## src/hw/rtl/ffba_pkg.sv

```systemverilog
// Shared constants and types for the first-fit block allocator.
`timescale 1ns / 1ps
`default_nettype none
package ffba_pkg;
  localparam int unsigned HeaderBytes = 16;
  localparam int unsigned MaxBlocks   = 256;
  localparam int unsigned IdxW        = $clog2(MaxBlocks);
  localparam int unsigned CntW        = IdxW + 1;
  localparam int unsigned SizeW       = 17;
  localparam logic [SizeW-1:0] ArenaLimit = SizeW'(65536);
  localparam logic [SizeW-1:0] ArenaReset = SizeW'(4096);

  typedef enum logic [1:0] {
    StDone     = 2'd0,
    StNoFit    = 2'd1,
    StNotFound = 2'd2
  } status_e;

  localparam logic CmdAlloc = 1'b0;
  localparam logic CmdFree  = 1'b1;

  // One table entry: payload size and used flag.
  typedef struct packed {
    logic             used;
    logic [SizeW-1:0] size;
  } entry_t;
endpackage
`default_nettype wire

```

## src/hw/rtl/ffba_ram.sv

```systemverilog
// Block table storage: one write port, one registered read port.
`timescale 1ns / 1ps
`default_nettype none
module ffba_ram (
  input  wire logic                  clk_i,
  input  wire logic                  we_i,
  input  wire logic [ffba_pkg::IdxW-1:0] waddr_i,
  input  wire ffba_pkg::entry_t      wdata_i,
  input  wire logic [ffba_pkg::IdxW-1:0] raddr_i,
  output      ffba_pkg::entry_t      rdata_o
);
  import ffba_pkg::*;
  entry_t mem [MaxBlocks];
  always_ff @(posedge clk_i) begin
    if (we_i) begin
      mem[waddr_i] <= wdata_i;
    end
    rdata_o <= mem[raddr_i];
  end
endmodule
`default_nettype wire
```

## config.mk

```make
export PLATFORM = sky130hd
export DESIGN_NAME = ffba_ram
export DESIGN_NICKNAME = d
export VERILOG_FILES = /design/src/hw/rtl/ffba_pkg.sv /design/src/hw/rtl/ffba_ram.sv
export SDC_FILE = /design/constraint.sdc
export NUM_CORES = 2
export LEC_CHECK = 0
export BUFFER_PORTS_ARGS = -buffer_cell sky130_fd_sc_hd__buf_2
export CAP_MARGIN = 20
export CORE_MARGIN = 2
export CORE_UTILIZATION = 35
export DETAILED_ROUTE_END_ITERATION = 12
export PLACE_DENSITY_LB_ADDON = 0.25
export SYNTH_ARGS = -nofsm -noshare
export SYNTH_HDL_FRONTEND = slang
export SYNTH_MEMORY_MAX_BITS = 65536
export SYNTH_SLANG_ARGS = --single-unit
```

## constraint.sdc

```tcl
create_clock -name clk_i -period 3.26 [get_ports clk_i]
set_input_delay 0.163 -clock clk_i [delete_from_list [all_inputs] [get_ports clk_i]]
set_output_delay 0.163 -clock clk_i [all_outputs]
set_load 0.02 [all_outputs]
```

# Word level (Yosys, flattened, before mapping)
# Memories as Yosys holds them, arrays and structs flattened. A register that Yosys moved wholly into a read port is not among the register bits.
# Cells that the tools add are included.
[classes]
mux = 2
[ops]
columns = ["cell", "count"]
rows = [
  ["$mux 1", 2],
]
[word_totals]
ff_bits = 0
ramBits = 4608
output_inout_bits = 18
wordCells = 3
mem_count = 1
[memory_table]
columns = ["memory", "depth", "word_bits", "read_ports", "rd_ports_with_merged_regs", "wr", "line", "rtl"]
rows = [
  ["mem", 256, 18, 1, 1, 1, "ffba_ram.sv:13", "entry_t mem [MaxBlocks];"],
]

# Longest topological paths before layout
[logic_depth]
depth_word = 2
depth_mapped = 12

# Least setup slack after synthesis
# OpenSTA, ideal clock, no wires.
[synth_path]
path_kind = "input port to flip-flop"
from = "input port waddr_i[3] in the netlist's numbering"
to = "memory mem[235][0] in the netlist's numbering, enable pin"
arrival_ns = 2.022
setup_slack_ns = 0.845
path_stages = 6
path_buffers = 3
cell_sequence = "clkbuf_1 nor2b_1 clkbuf_1 nand4_1 clkbuf_1 nor2_1"
[synth_lines]
columns = ["item", "line", "rtl"]
rows = [
  ["start: declaration", "ffba_ram.sv:7", "input wire logic [ffba_pkg::IdxW-1:0] waddr_i,"],
  ["end: declaration", "ffba_ram.sv:13", ""],
]
# No word-level cell before the write port.

==> metrics.yaml <==
power_density_mw_per_mm2: 597
layout_common_cells: "4608 x edfxtp_1, 864 x mux4_2, 848 x buf_4, 792 x mux2i_1, 460 x clkbuf_16"
grt_antenna_before_repair: 44
critical_path_class: "register to register"
drtPass1Iterations: 5
nets: 9346
crit_required_ps: 4140
rsz0062_at_grt: "false"
critPathCaptureType: "register"
die_w_um: 718
max_freq_mhz: 319
cp_common_cell: "mux4_2"
cts_sinks: 4626
vias_per_cell: 5.53
crit_path_cell_trace: "mux4_2 -> mux4_2 -> a22oi_1 -> buf_4 -> a22o_1 -> nor4_2"
cts_made_buffers: 455
ys_ff_latch: 4626
cts_tree: "yes"
row_count: 262
ios: 54
cts_setup_buffers: 0
syn_inst: 8281
ys_seq_area_share_pct: 77.8
die_area_mm2: 0.515
ant_nets: 0
grt-ovfl-total: 0
hold_viol: 0
core-area_mm2: 0.508
cellLeakagePower_nw: 66.8
cp.arrival_ps: 4020
drv_cap: 0
detail_route.wl_per_cell_um: 31.7
drive_gt1_share_pct: 28.9
final_common_cell: "edfxtp_1"
grt_max_degree: 132
netlist_area_mm2: 0.178
synthToLayoutAreaGrowth_pct: 17.1
slew_headroom_pct: 13.1
cp_top_family: "compound AO/OA/AOI/OAI gates"
setup-violations-final: 0
dr.first_iter.drc_count: 11800
cts_root_buffer: "clkbuf_16"
place_inst: 15600
setup_tns_ps: 0
ys_types: 41
outcome: "complete, no violations"
yosysWarnings: 0
n_fill_cell: 44500
synth_nets: 8317
period_minus_slack_ps: 3140
port_buffers: 53
start_kind: "register"
synthArstFlopShare_pct: 0
fin_skew_ps: 55.2
fin_util_pct: 41.1
path_buf_inv: 1
stdcell_count: 16400
route.detailed.drc: 0
peakVddDrop_mv: 0.475
reg2reg_slack_ps: 120
min_path_type: "input pin to register"
cts_buffer_depth: 4
worst_slew_pin_slew_ps: 1300
path_max_fanout: 1
slowest_stage: "a22oi_1"
grt_first_pass_wirelength_um: 722000
synth_ff_type: "edfxtp_1"
start_util_pct: 35.1
gp_congestion: 0.868
avgSynthCellArea_um2: 21.5
grt_usage_pct: 19.9
hpwlAfterDp_um: 324000
insertion_delay_ps: 1040
synth_edf_count: 4608
max_stage_delay_ps: 820
die_h_um: 718
drv_slew: 0
routed_wl_um: 521000
fin_crit_sh_pct: 96.3
htreeDepth: 5
grt_pass1_vias: 90100
cts.clk_slew.worst_paths_ps: 60
vias: 91000
## layout make-up
class	instances	area [um^2]	share of cell area, %
Sequential cell	4626	139000	66.4
Multi-Input combinational cell	3155	37000	17.7
Clock buffer	584	12100	5.79
Timing Repair Buffer	1068	9980	4.78
Tap cell	6732	8420	4.03
Clock inverter	261	2470	1.18
Antenna cell	16	40.0	0.0192
Inverter	4	27.5	0.0132
## routing by layer
metal | up-vias | routed length [um] | track usage, %
met3 | 744 | 43900 | 3.47
met5 | - | 62 | 0
met1 | 48900 | 215000 | 27.9
li1 | 37300 | - | -
met2 | 4034 | 243000 | 31.4
met4 | 10 | 19200 | 6.70
## final timing paths
check,startpoint,endpoint,depth (start not counted)
max,mem[155][16]$_DFFE_PP_,rdata_o[16]$_DFF_P_,6
min,waddr_i[2],mem[175][9]$_DFFE_PP_,5
max reg2reg,mem[155][16]$_DFFE_PP_,rdata_o[16]$_DFF_P_,6
min reg2reg,mem[254][6]$_DFFE_PP_,rdata_o[6]$_DFF_P_,5
## report_power, final
group | switching [mW] | leakage [nW] | total (mW) | internal [mW]
clock | 22.5 | 7.12 | 51.8 | 29.2
sequential | 0.160 | 41.6 | 65.7 | 65.6
combinational | 4.50 | 18.1 | 7.11 | 2.61
## timing repair
action	4_1_cts	5_1_grt
hold buffers	23	0
gates resized for setup	0	0
hold endpoints to repair	3190	0
## logic make-up (layout without fill, tap and decap cells)
logic type      Yosys count  count (layout)  share of synthesized area [%]
buf+inv                 500            1917                           1.73
compound gates          862             862                           3.41
mux                    1656            1656                           15.4
other cells               0              16                              0
simple gates            637             637                           1.66
flops                  4626            4626                           77.8
## synthesized netlist by cell type (3+ instances only)
cell type | instances | area [um^2]
nor4_1 | 15 | 93.8
or2_2 | 4 | 25.0
nor3_1 | 159 | 796
o22ai_1 | 238 | 1490
nand2_1 | 81 | 304
dfxtp_1 | 18 | 360
nand3_1 | 23 | 115
buf_12 | 12 | 240
buf_4 | 33 | 248
a22oi_1 | 51 | 383
o211ai_1 | 10 | 75.1
buf_1 | 35 | 131
nor4_2 | 19 | 238
nor2b_1 | 8 | 50.1
a22o_1 | 19 | 166
mux2i_1 | 792 | 7930
nor2_1 | 290 | 1090
a31oi_1 | 20 | 125
edfxtp_1 | 4608 | 138000
mux4_2 | 864 | 19500
o221ai_1 | 317 | 2780
a21oi_1 | 190 | 951
buf_8 | 12 | 180
buf_6 | 84 | 946
nand2b_1 | 3 | 18.8
o21ai_0 | 12 | 60.1
buf_2 | 92 | 460
nand4_1 | 27 | 169
clkbuf_1 | 228 | 856
## registers in the layout, indices dropped and copies added, names as in the netlist
signal	cells
rdata_o	18
mem	4608
## worst register-to-register path, stage by stage, from the launching register on
cell      delay [ps]
edfxtp_1         360
mux4_2           470
mux4_2           560
a22oi_1          820
buf_4            250
a22o_1           410
nor4_2           110
## per-stage QoR
step	instance area, um^2	hold slack, ps	power, mW	worst slack (ps)
floorplan	178000	262	70.2	845
detailed placement	194000	647	74.1	-525
CTS	209000	8.27	126	278
global route	209000	70.9	128	206
finish	209000	90.1	125	120
global placement	194000	631	74.0	-549
No activity file was read; power rests on OpenSTA's default activity.
